`config.mk`:
```
export PLATFORM = sky130hd
export DESIGN_NAME = sscs_out
export DESIGN_NICKNAME = d
export VERILOG_FILES = /design/src/hw/rtl/sscs_pkg.sv /design/src/hw/rtl/sscs_out.sv
export VERILOG_INCLUDE_DIRS = /design/src /design/src/hw/rtl
export SDC_FILE = /design/constraint.sdc
export NUM_CORES = 1
export LEC_CHECK = 0
export BUFFER_PORTS_ARGS = -buffer_cell sky130_fd_sc_hd__buf_4
export CORE_ASPECT_RATIO = 1.25
export CORE_MARGIN = 2
export CORE_UTILIZATION = 53
export DETAILED_ROUTE_END_ITERATION = 16
export PLACE_DENSITY = 0.94
export SYNTH_ARGS = -nofsm -noshare
export SYNTH_HDL_FRONTEND = slang
export SYNTH_SLANG_ARGS = --single-unit
export TNS_END_PERCENT = 20
```
`constraint.sdc`:
```
create_clock -name clk -period 6.84 [get_ports clk]
set_input_delay 1.026 -clock clk [delete_from_list [all_inputs] [get_ports clk]]
set_output_delay 1.026 -clock clk [all_outputs]
set_load 0.02 [all_outputs]
```
`src/hw/rtl/assert_macros.svh`:
```
// ----------------------------------------------------------------------------
// assert_macros
// concurrent assertion helpers shared by the sequencer modules
// ----------------------------------------------------------------------------
`ifndef ASSERT_MACROS_SVH
`define ASSERT_MACROS_SVH

`ifndef ASSERT_OFF

// clocked property, disabled while reset is asserted
`define SSCS_ASSERT(lbl, clk, rstn, prop, msg) \
  lbl: assert property (@(posedge clk) disable iff (!rstn) prop) else $error(msg);

// clocked property that also holds through reset
`define SSCS_ASSERT_ALWAYS(lbl, clk, prop, msg) \
  lbl: assert property (@(posedge clk) prop) else $error(msg);

`else

`define SSCS_ASSERT(lbl, clk, rstn, prop, msg)
`define SSCS_ASSERT_ALWAYS(lbl, clk, prop, msg)

`endif

`endif

```
`src/hw/rtl/sscs_pkg.sv`:
```
// ----------------------------------------------------------------------------
// sscs_pkg
// shared types and constants of the stepper s-curve sequencer
// ----------------------------------------------------------------------------
package sscs_pkg;

  typedef enum logic [2:0] {
    ACT_TICK  = 3'd0,
    ACT_START = 3'd1,
    ACT_STOP  = 3'd2,
    ACT_DIR   = 3'd3,
    ACT_LOAD  = 3'd4
  } action_t;

  localparam logic [1:0] REG_RAMP_LENGTH = 2'd0;
  localparam logic [1:0] REG_TOTAL_STEPS = 2'd1;
  localparam logic [1:0] REG_PULSE_MAX   = 2'd2;

  localparam logic [9:0]  RAMP_LENGTH_RESET = 10'd400;
  localparam logic [15:0] TOTAL_STEPS_RESET = 16'd10000;
  localparam logic [15:0] PULSE_MAX_RESET   = 16'd100;
  localparam logic [15:0] PULSE_LOW_RESET   = 16'd35;
  localparam logic [15:0] FREQ_RESET        = 16'd500;

  // floor(x*35/100) = floor(floor(x*7/4) / 5), /5 done by reciprocal
  localparam int unsigned LOW_RECIP = 104858;
  localparam int unsigned LOW_SHIFT = 19;

  typedef struct packed {
    logic [1:0]  phase;
    logic        running;
    logic [15:0] pulse_width;
    logic        freq_updated;
  } item_t;

endpackage

```
`src/hw/rtl/sscs_out.sv`:
```
// ----------------------------------------------------------------------------
// sscs_out
// result skid stage, ramp data merge and output register
// ----------------------------------------------------------------------------
`include "assert_macros.svh"

module sscs_out import sscs_pkg::*; (
  input  logic        clk,
  input  logic        rst_n,
  input  logic        in_accept,
  input  item_t       res,
  input  logic [15:0] ram_rdata,
  output logic        in_tready,
  output logic        out_tvalid,
  input  logic        out_tready,
  output logic [39:0] out_tdata
);

  logic        s1_valid_r;
  item_t       s1_r;
  logic        out_valid_r;
  logic [39:0] out_data_r;
  logic [15:0] freq_r;
  logic [15:0] freq_sel;
  logic        s1_move;

  assign s1_move   = !out_valid_r || out_tready;
  assign in_tready = rst_n && (!s1_valid_r || s1_move);
  assign freq_sel  = s1_r.freq_updated ? ram_rdata : freq_r;

  always_ff @(posedge clk) begin
    if (!rst_n) begin
      s1_valid_r  <= 1'b0;
      out_valid_r <= 1'b0;
      freq_r      <= FREQ_RESET;
    end else begin
      if (in_tready) begin
        s1_valid_r <= in_accept;
      end
      if (s1_move) begin
        out_valid_r <= s1_valid_r;
      end
      if (s1_move && s1_valid_r) begin
        freq_r <= freq_sel;
      end
    end
  end

  always_ff @(posedge clk) begin
    if (in_accept) begin
      s1_r <= res;
    end
    if (s1_move && s1_valid_r) begin
      out_data_r <= {4'b0, s1_r.freq_updated, freq_sel, s1_r.pulse_width,
                     s1_r.running, s1_r.phase};
    end
  end

  assign out_tvalid = out_valid_r;
  assign out_tdata  = out_data_r;

  `SSCS_ASSERT(a_s1_holds, clk, rst_n,
               (s1_valid_r && !s1_move) |=> (s1_valid_r && $stable(s1_r)),
               "stalled skid entry lost or changed")
  `SSCS_ASSERT(a_freq_loaded, clk, rst_n,
               (s1_move && s1_valid_r && s1_r.freq_updated) |=> (freq_r == $past(ram_rdata)),
               "ramp frequency not taken from table read")

endmodule

```
Yosys cells after proc, flatten, opt, wreduce, memory -nomap -nowiden --
Cells that the tools add are included.
Word-level totals: output and inout bits 42, logic and storage cells 15, bits in registers 74, input port bits 40
Operators by class: mux-type cells 1, reductions and logical operators 6
Operator list (count):
- 2-to-1 mux 16 bit | 1
- logical AND 1 bit | 2
- zero test 1 bit | 2
- logical OR 1 bit | 2

Logic depth before layout (Yosys ltp) --
depth in word-level cells 4, mapped depth 4, gate-level depth less buffers 3

Worst setup path after synthesis --
Ideal clock, no wire load.
path kind input-to-reg, start input port out_tready, end register out_data_r[0] (netlist: out_tdata[0]), enable pin, buffers on the path 0, data required time 6411 ps, setup time 429 ps, data arrival time 2609 ps, stages 2, path slack 3802 ps, path through nor2b_1 > nor2_1
Between the ends: cells in the longest elaborated chain, start to end 2
RTL lines:
- from (decl) | line sscs_out.sv:15 | input logic out_tready,
- logical OR 1 bit | line sscs_out.sv:27 | assign s1_move = !out_valid_r || out_tready;
- logical AND 1 bit | line sscs_out.sv:53 | if (s1_move && s1_valid_r) begin
- to (signal assigned) | line sscs_out.sv:54 | out_data_r <= {4'b0, s1_r.freq_updated, freq_sel, s1_r.pulse_width,
- to (decl) | line sscs_out.sv:22 | logic [39:0] out_data_r;
No other way between the ends. A chain may end at the register's enable or synchronous reset.

Final worst setup path --
start input port out_tready, end output port in_tready
Between the ends: cells in the longest elaborated chain, start to end 3
RTL lines:
- logical OR 1 bit | line sscs_out.sv:27
- logical OR 1 bit | line sscs_out.sv:28 | assign in_tready = rst_n && (!s1_valid_r || s1_move);
- logical AND 1 bit | line sscs_out.sv:28
- to (decl) | line sscs_out.sv:13 | output logic in_tready,
No other way between the ends.

==> reports/qor.yml <==
synth_cell_types: 21
slew_violations: 0
num_rows: 28
instances_no_fill: 275
wirelength_um: 4725
clock.fmax_mhz: 353.0
grt_pass1_wl_um: 6865
rsz0062_at_grt: "no"
hp-start: "s1_r[8]$_DFFE_PP_"
holdPathEnd: "out_tdata[10]$_DFFE_PP_"
syn_to_final_growth_pct: 31.04
ff2ff_path_depth: 2
drv_cap: 0
fin_nets: 250
drtAntennaViolNets: 0
yosys_register_bits: 74
finalSetupViolations: 0
syn_avg_cell_area_um2: 20.19
dieArea_um2: 5373
insertion_delay_ns: 0.34
worst_slew_pin_slew_ns: 0.9855
die_w_um: 65.97
hold_viol_final: 0
regToRegEndpoint: "out_tdata[0]$_DFFE_PP_"
cts_buffers: 9
dieHeight_um: 81.46
grt-ovfl-total: 0
drt-initial-drc-count: 89
drive_gt1_share_pct: 50.23
num_vias: 1382
critPathMaxFanout: 4
fin_hold_ws_ns: 0.4174
hold_buffers: 0
grt_max_degree: 37
dp.cells: 259
p_per_area_nw_per_um2: 277.0
syn_area_um2: 2544
clkTransAtPathRegs_ns: 0.07
grt_pass1_vias: 1377
crit_required_ns: 5.81
slew_headroom_pct: 34.14
arrival_ns: 1.81
pin_count: 82
layout_min_cycle_time_ns: 2.833
drc: 0
status: "finished clean"
worstHoldPathCells: 0
cts_resized: 0
power_uw: 923.3
grt_use_total_pct: 18.81
fin_crit_sh_pct: 41.41
crit_path_end_kind: "output pin"
postSynthCellCount: 126
htree_levels: 3
clockBufferDepth: 2
antenna_found_initial: 0
critPathKind: "in2out"
hold_class: "reg2reg"
coreArea_um2: 4695
finClkSkew_ns: 0.005852
ys_seq_area_share_pct: 80.28
dp_hpwl_um: 3329
fin_util_pct: 71.00
cts_num_sinks: 74
port-buffer-count: 77
via_per_inst: 5.025
start_util_pct: 54.18
yosys_warnings: 0
cp-start-kind: "primary input"
reg2reg_slack_ns: 5.13
vdd_drop_max_mv: 0.2440
power.leakage_nw: 1.325
place.gp.congestion: 0.7478
wl_per_cell_um: 17.18
fin_tns_setup_ns: 0
dr.pass1.iters: 4
num_antenna_cells: 0
cts_tree: "yes"
clock-root-buffer: "clkbuf_8"
reg2reg_from: "s1_valid_r$_SDFFE_PN0P_"
postCtsSetupBuffers: 0
## critical path, cell delays in order
cell      delay (ns)
buf_4           0.11
nor2b_1         0.32
a21boi_0        0.17
buf_4           0.18
## synthesized netlist by cell type
cell | number | area share, %
buf_12 | 1 | 0.79
a21boi_0 | 2 | 0.59
and3_1 | 1 | 0.25
a21boi_2 | 1 | 0.44
nand2b_1 | 1 | 0.25
nor2b_1 | 2 | 0.49
inv_1 | 1 | 0.15
nand3_1 | 1 | 0.20
o21ai_1 | 1 | 0.20
nor2_1 | 1 | 0.15
a22o_1 | 10 | 3.4
mux2_2 | 6 | 2.7
mux2_4 | 10 | 5.9
buf_6 | 1 | 0.44
edfxtp_1 | 56 | 66
clkbuf_2 | 1 | 0.20
o22a_1 | 6 | 2.1
conb_1 | 1 | 0.15
buf_4 | 4 | 1.2
dfxtp_1 | 18 | 14
a21oi_1 | 1 | 0.20
## cell usage in the layout (no fill, tap or decap)
master and count:
buf_4 77, edfxtp_1 56, dfxtp_1 18, mux2_4 10, a22o_1 10, clkbuf_8 9, mux2_2 6, o22a_1 6
conb_1 4, clkinv_1 3, nor2b_1 2, a21boi_0 2, clkinv_2 2, inv_1 1, nor2_4 1, nand2b_1 1
nand3_1 1, o21ai_1 1, and3_1 1, a21boi_2 1, a21oi_1 1, bufinv_16 1, clkinv_4 1
## registers in the layout, indices dropped and copies added (netlist names)
signal,cells
out_tvalid,1
s1_r,20
out_tdata,36
freq_r,16
s1_valid_r,1
## metrics by stage
| step | setup WS [ns] | area [um2] |
|---|---|---|
| global route | 3.948 | 3333 |
| detailed placement | 4.004 | 3149 |
| CTS | 3.993 | 3333 |
| finish | 4.007 | 3333 |
| global placement | 4.081 | 3149 |
| floorplan | 3.802 | 2555 |
## kinds of logic (layout without fill, tap and decap cells)
group,after synthesis,after routing,share of synthesized area [%]
multiplexers,16,16,8.558
AND/OR/NAND/NOR,6,6,1.328
other,1,4,0.1474
AO/OA/AOI/OAI,21,21,6.935
flip-flops,74,74,80.28
buffers and inverters,8,94,2.754
## per-layer routing
metal / GRT usage [%] / share of wire, % / vias up
li1: - / - / 654
met1: 19.56 / 37 / 667
met2: 33.94 / 55 / 50
met3: 3.973 / 4.3 / 11
met4: 12.45 / 3.2 / 0
met5: 0 / 0 / -
## report_power, final
part	internal, mW	switching (mW)	leakage (nW)	total (mW)
Clock	0.164	0.149	0.0955	0.313
Sequential	0.513	0.0121	0.679	0.526
Combinational	0.0434	0.0418	0.551	0.0853
## cell type report
type                       count  area (um2)
multi-input combinational     47       450.4
timing repair buffer          77       578.1
clock buffer                   9       123.9
tap                           60       75.07
clock inverter                 7       60.06
sequential                    74        2042
fill                         305        1361
inverter                       1       3.754
## how the worst max path moves through the flow
stage          startpoint                      to  cells past startpoint
6_report       out_tready               in_tready                      4
5_1_grt        out_tready               in_tready                      4
4_1_cts        out_tready               in_tready                      4
3_5_place_dp   out_tready               in_tready                      4
3_3_place_gp   out_tready               in_tready                      4
2_1_floorplan  out_tready  out_tdata[0]$_DFFE_PP_                      2
Note: power is estimated with default switching activity, not from simulation.
