File: src/hw/rtl/assert_macros.svh
// ----------------------------------------------------------------------------
// assert_macros
// concurrent assertion helpers shared by the sequencer modules
// ----------------------------------------------------------------------------
`ifndef ASSERT_MACROS_SVH
`define ASSERT_MACROS_SVH

`ifndef ASSERT_OFF

// clocked property, disabled while reset is asserted
`define SSCS_ASSERT(lbl, clk, rstn, prop, msg) \
  lbl: assert property (@(posedge clk) disable iff (!rstn) prop) else $error(msg);

// clocked property that also holds through reset
`define SSCS_ASSERT_ALWAYS(lbl, clk, prop, msg) \
  lbl: assert property (@(posedge clk) prop) else $error(msg);

`else

`define SSCS_ASSERT(lbl, clk, rstn, prop, msg)
`define SSCS_ASSERT_ALWAYS(lbl, clk, prop, msg)

`endif

`endif

File: src/hw/rtl/sscs_pkg.sv
// ----------------------------------------------------------------------------
// sscs_pkg
// shared types and constants of the stepper s-curve sequencer
// ----------------------------------------------------------------------------
package sscs_pkg;

  typedef enum logic [2:0] {
    ACT_TICK  = 3'd0,
    ACT_START = 3'd1,
    ACT_STOP  = 3'd2,
    ACT_DIR   = 3'd3,
    ACT_LOAD  = 3'd4
  } action_t;

  localparam logic [1:0] REG_RAMP_LENGTH = 2'd0;
  localparam logic [1:0] REG_TOTAL_STEPS = 2'd1;
  localparam logic [1:0] REG_PULSE_MAX   = 2'd2;

  localparam logic [9:0]  RAMP_LENGTH_RESET = 10'd400;
  localparam logic [15:0] TOTAL_STEPS_RESET = 16'd10000;
  localparam logic [15:0] PULSE_MAX_RESET   = 16'd100;
  localparam logic [15:0] PULSE_LOW_RESET   = 16'd35;
  localparam logic [15:0] FREQ_RESET        = 16'd500;

  // floor(x*35/100) = floor(floor(x*7/4) / 5), /5 done by reciprocal
  localparam int unsigned LOW_RECIP = 104858;
  localparam int unsigned LOW_SHIFT = 19;

  typedef struct packed {
    logic [1:0]  phase;
    logic        running;
    logic [15:0] pulse_width;
    logic        freq_updated;
  } item_t;

endpackage

File: src/hw/rtl/sscs_ctrl.sv
// ----------------------------------------------------------------------------
// sscs_ctrl
// sequencer state, command decode, ramp table write and read issue
// ----------------------------------------------------------------------------
`include "assert_macros.svh"

module sscs_ctrl import sscs_pkg::*; #(
  parameter int RAMP_ENTRIES = 512,
  parameter int AW           = $clog2(RAMP_ENTRIES)
) (
  input  logic          clk,
  input  logic          rst_n,
  input  logic          in_accept,
  input  logic [2:0]    action,
  input  logic [8:0]    entry_index,
  input  logic [15:0]   entry_freq,
  input  logic [9:0]    ramp_length,
  input  logic [15:0]   total_steps,
  input  logic [15:0]   pulse_max,
  input  logic [15:0]   pulse_low,
  output logic          ram_we,
  output logic [AW-1:0] ram_waddr,
  output logic [15:0]   ram_wdata,
  output logic          ram_re,
  output logic [AW-1:0] ram_raddr,
  output item_t         res
);

  logic [1:0]    phase_r, phase_nxt;
  logic          dir_r, dir_nxt;
  logic          run_r, run_nxt;
  logic          armed_r, armed_nxt;
  logic [9:0]    cnt_r, cnt_nxt;
  logic [AW-1:0] addr_r, addr_nxt;
  logic [15:0]   steps_r, steps_nxt;
  logic [10:0]   cnt_inc;
  logic [31:0]   idx_ext;
  logic          upd;

  assign cnt_inc = {1'b0, cnt_r} + 11'd1;
  assign idx_ext = 32'(entry_index);

  always_comb begin
    phase_nxt = phase_r;
    dir_nxt   = dir_r;
    run_nxt   = run_r;
    armed_nxt = armed_r;
    cnt_nxt   = cnt_r;
    addr_nxt  = addr_r;
    steps_nxt = steps_r;
    upd       = 1'b0;
    ram_we    = 1'b0;
    if (in_accept) begin
      unique case (action)
        ACT_TICK: begin
          if (run_r) begin
            phase_nxt = dir_r ? phase_r + 2'd1 : phase_r - 2'd1;
            if (armed_r) begin
              if (cnt_inc <= {1'b0, ramp_length}) begin
                cnt_nxt  = cnt_inc[9:0];
                addr_nxt = (addr_r == AW'(RAMP_ENTRIES - 1)) ? '0 : addr_r + AW'(1);
                upd      = 1'b1;
              end else begin
                cnt_nxt   = '0;
                armed_nxt = 1'b0;
              end
            end
            steps_nxt = steps_r - 16'd1;
            if (steps_nxt == 16'd0) begin
              run_nxt = 1'b0;
            end
          end
        end
        ACT_START: begin
          armed_nxt = 1'b1;
          cnt_nxt   = '0;
          addr_nxt  = '0;
          run_nxt   = 1'b1;
          steps_nxt = total_steps;
        end
        ACT_STOP: begin
          run_nxt   = 1'b0;
          steps_nxt = '0;
        end
        ACT_DIR: begin
          dir_nxt = ~dir_r;
        end
        ACT_LOAD: begin
          ram_we = (idx_ext < RAMP_ENTRIES);
        end
        default: begin
        end
      endcase
      if (!run_nxt) begin
        phase_nxt = 2'd0;
      end
    end
  end

  always_ff @(posedge clk) begin
    if (!rst_n) begin
      phase_r <= '0;
      dir_r   <= 1'b0;
      run_r   <= 1'b0;
      armed_r <= 1'b0;
      cnt_r   <= '0;
      addr_r  <= '0;
      steps_r <= '0;
    end else begin
      phase_r <= phase_nxt;
      dir_r   <= dir_nxt;
      run_r   <= run_nxt;
      armed_r <= armed_nxt;
      cnt_r   <= cnt_nxt;
      addr_r  <= addr_nxt;
      steps_r <= steps_nxt;
    end
  end

  assign ram_waddr = idx_ext[AW-1:0];
  assign ram_wdata = entry_freq;
  assign ram_re    = upd;
  assign ram_raddr = addr_r;

  assign res.phase        = phase_nxt;
  assign res.running      = run_nxt;
  assign res.pulse_width  = run_nxt ? pulse_max : pulse_low;
  assign res.freq_updated = upd;

  `SSCS_ASSERT(a_phase_zero_stopped, clk, rst_n, !run_r |-> (phase_r == 2'd0),
               "phase not zero while stopped")
  `SSCS_ASSERT(a_read_needs_ramp, clk, rst_n, ram_re |-> (run_r && armed_r && in_accept),
               "ramp read without a running armed tick")

endmodule

File: config.mk
export PLATFORM = sky130hd
export DESIGN_NAME = sscs_ctrl
export DESIGN_NICKNAME = d
export VERILOG_FILES = /design/src/hw/rtl/sscs_pkg.sv /design/src/hw/rtl/sscs_ctrl.sv
export VERILOG_INCLUDE_DIRS = /design/src /design/src/hw/rtl
export SDC_FILE = /design/constraint.sdc
export NUM_CORES = 1
export LEC_CHECK = 0
export BUFFER_PORTS_ARGS = -buffer_cell sky130_fd_sc_hd__buf_2
export CAP_MARGIN = 20
export CORE_ASPECT_RATIO = 1.2
export CORE_MARGIN = 3
export CORE_UTILIZATION = 40
export DETAILED_ROUTE_END_ITERATION = 7
export GPL_ROUTABILITY_DRIVEN = 1
export PLACE_DENSITY = 0.69
export SYNTH_ARGS = -nofsm -noshare
export SYNTH_HDL_FRONTEND = slang
export SYNTH_SLANG_ARGS = --single-unit
File: constraint.sdc
create_clock -name clk -period 7.75 [get_ports clk]
set_clock_uncertainty 0.15 [all_clocks]
set_input_delay 0.3875 -clock clk [delete_from_list [all_inputs] [get_ports clk]]
set_output_delay 0.3875 -clock clk [all_outputs]
set_load 0.01 [all_outputs]
# Yosys cells after proc, flatten, opt, wreduce, memory -nomap -nowiden
# Cells that the tools add are included.
# W data, S select, Z words.
# totals
regBits	40
in_bits	89
output_inout_bits	56
# classes
n_addsub	5
magnitude_cmp	2
n_eq_ne	8
mux	31
n_bitwise	1
reduce_logical	9
# op_table
operator	count
$pmux W16 S3	1
$mux W9	4
$mux W16	2
$mux W10	3
$pmux W10 S2	1
$pmux W9 S2	1
$logic_not A16 Y1	1
$sub A16 B1 Y16 const B	1
$mux W1	12
$add A10 B1 Y11 const B	1
$le A11 B10 Y1	1
$lt A9 B10 Y1 const B	1
$mux W2	5
$add A9 B1 Y9 const B	1
$eq A9 B9 Y1 const B	1
$eq A3 B2 Y1 const B	2
$ne A2 B2 Y1 const B	3
$reduce_and A3 Y1	2
$reduce_and A5 Y1	1
$reduce_and A4 Y1	1
$eq A3 B1 Y1 const B	1
$eq A3 B3 Y1 const B	1
$logic_not A3 Y1	1
$pmux W1 S3	1
other kinds (7)	7

# Depth between registers and ports, before layout
# depth
word_depth	8
depth_mapped	15
mapped_depth_nobuf	12

# Worst setup path before layout
# No wires, ideal clock.
# synth_timing
kind	register -> output
start	register cnt_r[0]
end	output port res[0] (netlist name)
arrival_ps	3073
required_time_ps	7213
slack_ps	4139
path_stages_with_launch	16
cell_sequence	dfxtp_1 > ha_1 > nand3_1 > or2_2 > clkbuf_1 > nor2_1 > xnor2_1 > inv_1 > ha_1 > a21o_1 > a21oi_1 > and3_1 > clkbuf_1 > o21ai_0 > nor3_1 > buf_4
# synth_between
elab_chain_len	7
# synth_rtl
item	line_no	text
start: declaration	sscs_ctrl.sv:33	logic [9:0] cnt_r, cnt_nxt;
start signal: assignment	sscs_ctrl.sv:114	cnt_r <= cnt_nxt;
$add A10 B1 Y11	sscs_ctrl.sv:40	assign cnt_inc = {1'b0, cnt_r} + 11'd1;
$le A11 B10 Y1	sscs_ctrl.sv:59	if (cnt_inc <= {1'b0, ramp_length}) begin
$mux W1	sscs_ctrl.sv:59	
$mux W1	sscs_ctrl.sv:58	if (armed_r) begin
$mux W1	sscs_ctrl.sv:56	if (run_r) begin
$mux W1	sscs_ctrl.sv:54	unique case (action)
$mux W1	sscs_ctrl.sv:53	if (in_accept) begin
end: declaration	sscs_ctrl.sv:26	output item_t res
# Every way passes these cells.

==> impl_summary.txt <==
----------------------------------------------------
[Clocking]
  TritonCTS buffer count ... 5
  Clock root buffer ... clkbuf_8
  CTS sink cnt ... 40
  CTS clk-pin slew, worst paths ... 0.08 ns
  Clock latency reported for the late side of the worst-skew pair ... 0.30 ns
  Deepest clock path buffer count ... 2
  Hold-fix buffer count after cts ... 0
  Clock tree from TritonCTS ... built
  Number of buffers added for setup after CTS ... 0
  H-tree depth ... 2
  Post-cts resize count ... 0

[Cells and area]
  Layout overhead on the synthesized area ... 10.4%
  Number of antenna cells inserted ... 0
  Layout cell share with drive strength beyond 1 ... 27.4%
  NumNets Final ... 588
  Area of combinational cells with multiple inputs ... 0.00218 mm^2
  Filler cells ... 852
  Storage cell area ... 801 um^2
  Summed area of non-filler cells in the final layout ... 0.00382 mm^2

[Floorplanning]
  Floorplan die area ... 0.00981 mm^2
  Floorplan die height ... 108 um
  Ports placed on the boundary ... 145
  Width of the die ... 90.9 um
  Initial standard-cell utilization of the core ... 41.8%
  Cell row count ... 36
  Core footprint ... 0.00829 mm^2

[Pwr]
  Net Switching ... 0.000191 W
  Flop pwr share ... 41.7%
  Fraction of power spent switching nets ... 33.7%
  Internal ... 0.000376 W
  Combinational group share of total power ... 32.0%
  Power share of the clock group ... 26.2%
  IR drop worst, VDD ... 0.0753 mV
  Power per unit of standard cell area ... 148 mW/mm^2
  Static Leak ... 1.65 nW
  Sum of internal, switching and leakage power ... 0.000567 W

[Worst setup path]
  Arrival time at the worst endpoint ... 3.71 ns
  Depth of the worst register-to-register path ... 12
  WS Path Type ... register to output pin
  Endpoint kind of the worst setup timing path ... output pin
  CP Max Fanout ... 17
  Startpoint kind of the worst setup timing path ... register
  Endpoint required time on the critical path ... 7.21 ns
  Setup slack of the worst register-to-register path ... 4.00 ns

[Route]
  Initial DRT Pass Iterations ... 4
  Total Routed Length ... 8.71 mm
  Detailed Route Iter0 Violations ... 180
  Count of antenna-violating nets left after detailed routing ... 0
  Total DRC errors in the routed layout ... 0
  Vias ... 3,284
  Via count normalized by instance count ... 5.48
  Average detailed-routed wire length per instance ... 14.5 um

[Placed design]
  Area after DPL ... 0.00373 mm^2
  Post-Place Worst Slack ... 3.88 ns
  Half-perimeter wire length after detailed placement ... 6.71 mm
  Port buffer count ... 94
  Final RePlAce weighted congestion ... 0.901

[Synth]
  Synth warnings ... 0
  Avg Synthesized Cell Area ... 7.98 um^2
  Number of cells produced by synthesis ... 434
  Fraction of synthesis flops using an asynchronous set or reset pin ... 0%
  Distinct cells, synth ... 64
  Number of synthesized flops with an enable pin ... 0
  Flops & latches, synth ... 40
  Post-synthesis net count ... 538
  Sequential fraction of the synthesis area ... 23.1%
  Post-Syn Area ... 0.00346 mm^2
  Most instantiated flip-flop cell in the synthesis netlist ... dfxtp_1

[GRT]
  All-Layer GR Usage ... 17.2%
  Layer with the highest usage ... met2
  Met2 capacity usage during global routing ... 30.4%
  Pin count of the biggest net entering global routing ... 31
  Number of global-route vias before repair ... 3,046
  Met3 track utilization from global routing ... 3.22%
  Number of antenna violations at the first check in global routing ... 0
  Congestion Overflow GR ... 0
  Global-route wire length before repair ... 14.1 mm
  Met1 layer usage reported by global route ... 21.2%

[Timing]
  Worst Setup Slack, final ... 3.51 ns
  Number of hold-slack violations in the final timing report ... 0
  Final Critical Period ... 4.24 ns
  Number of endpoints failing setup at the final stage ... 0
  Maximum frequency from static timing analysis ... 236 MHz
  Slew HR ... 46.4%
  Actual slew at the worst max-slew pin ... 0.800 ns
  RSZ-0062 raised after global routing ... false
  Slew Viols, Final ... 0
  Period utilisation layout ... 54.8%
  Total negative slack ... 0 ns

[Run status]
  Status ... finished clean

[Job]
  Max-cap violations ... 0

[Hold path]
  Hold/Removal Path Class ... input pin to register
  Worst hold path stage count ... 3

----------------------------------------------------
==> cell usage after synthesis, types with 3 or more instances <==
cell type | instances | area share [%]
o2111ai_1 | 13 | 3.3
ha_1 | 15 | 5.4
o21a_1 | 5 | 1.1
xnor2_1 | 8 | 2.0
a21oi_1 | 14 | 2.0
buf_4 | 27 | 5.9
o21ai_0 | 26 | 3.8
mux2_2 | 7 | 2.3
o211ai_1 | 12 | 2.6
buf_6 | 5 | 1.6
nand3_1 | 8 | 1.2
a31oi_1 | 3 | 0.54
and2_1 | 3 | 0.54
xor2_1 | 10 | 2.5
nor2_1 | 25 | 2.7
nor3_1 | 19 | 2.7
a211oi_1 | 3 | 0.65
a22oi_1 | 11 | 2.4
o31a_1 | 3 | 0.76
nand2_1 | 35 | 3.8
mux2_4 | 9 | 3.9
dfxtp_1 | 40 | 23
o31ai_1 | 4 | 0.87
inv_1 | 31 | 3.4
clkbuf_1 | 17 | 1.8
nor4_1 | 6 | 1.1
nor2b_1 | 4 | 0.72
or3_1 | 5 | 0.90
and3_1 | 7 | 1.3
nand2b_1 | 6 | 1.1
nand4_1 | 7 | 1.3
a21o_1 | 4 | 0.87
==> cells by family after synthesis <==
group                    share of synthesized area, %
AND/OR/NAND/NOR                                  22.0
AO/OA/AOI/OAI                                    24.6
buffers and inverters                            14.1
flip-flops                                       23.1
XOR/XNOR                                         4.55
multiplexers                                     6.18
adder cells (fa/ha/maj)                          5.42
==> power by group through the flow <==
stage          clock network (W)  logic (W)  registers [W]
2_1_floorplan                  0   0.000146       0.000239
3_3_place_gp                   0   0.000178       0.000241
3_5_place_dp                   0   0.000182       0.000241
4_1_cts                 0.000154   0.000183       0.000236
5_1_grt                 0.000161   0.000203       0.000239
6_report                0.000149   0.000182       0.000237
==> sequential cells by signal (all words and copies together), names as in the netlist <==
name and flops:
cnt_r 10, phase_r 2, dir_r 1, ram_raddr 9, steps_r 16, armed_r 1
run_r 1
==> critical path, cell delays in order, from the launching register on <==
cell and delay (ns):
dfxtp_1 0.41, ha_1 0.24, nand3_1 0.14, or2_2 0.38
nor2_1 0.15, xnor2_1 0.14, inv_1 0.07, ha_1 0.28
a21o_1 0.18, a21oi_1 0.17, and3_1 0.56, o21ai_0 0.19
nor3_1 0.30, buf_2 0.20
==> final timing paths <==
path                         from            to
setup / recovery         cnt_r[0]        res[0]
hold / removal    total_steps[15]   steps_r[15]
setup reg to reg         cnt_r[0]  ram_raddr[1]
hold reg to reg          cnt_r[4]      cnt_r[4]
==> routing by layer <==
metal,routed length (um),share of wire [%]
met5,0,0
met4,111,1.3
met3,419,4.8
met2,4440,51
met1,3740,43
==> per-stage QoR <==
stage | cells | hold slack (ns) | util, %
3_3_place_gp | 591 | 0.319 | 45.0
4_1_cts | 599 | 0.201 | 46.1
5_1_grt | 599 | 0.221 | 46.1
2_1_floorplan | 434 | 0.300 | -
3_5_place_dp | 591 | 0.329 | 45.0
6_report | 599 | 0.203 | 46.1
==> cell type report <==
type | instances | share of cell area (%)
multi-input combinational | 309 | 57.1
sequential | 40 | 20.9
timing repair buffer | 96 | 12.7
tap | 114 | 3.73
clock buffer | 8 | 2.36
inverter | 32 | 3.14
==> layout by cell type, fill, tap and decap left out, types with 9 or more instances in the layout <==
cell	Yosys	layout
nand2_1	35	35
mux2_4	9	9
nor2_1	25	25
ha_1	15	15
o21ai_0	26	26
nor3_1	19	19
inv_1	31	31
xor2_1	10	10
dfxtp_1	40	40
a21oi_1	14	14
a22oi_1	11	11
o2111ai_1	13	13
o211ai_1	12	12
buf_2	0	94
No activity file was read; power rests on OpenSTA's default activity.
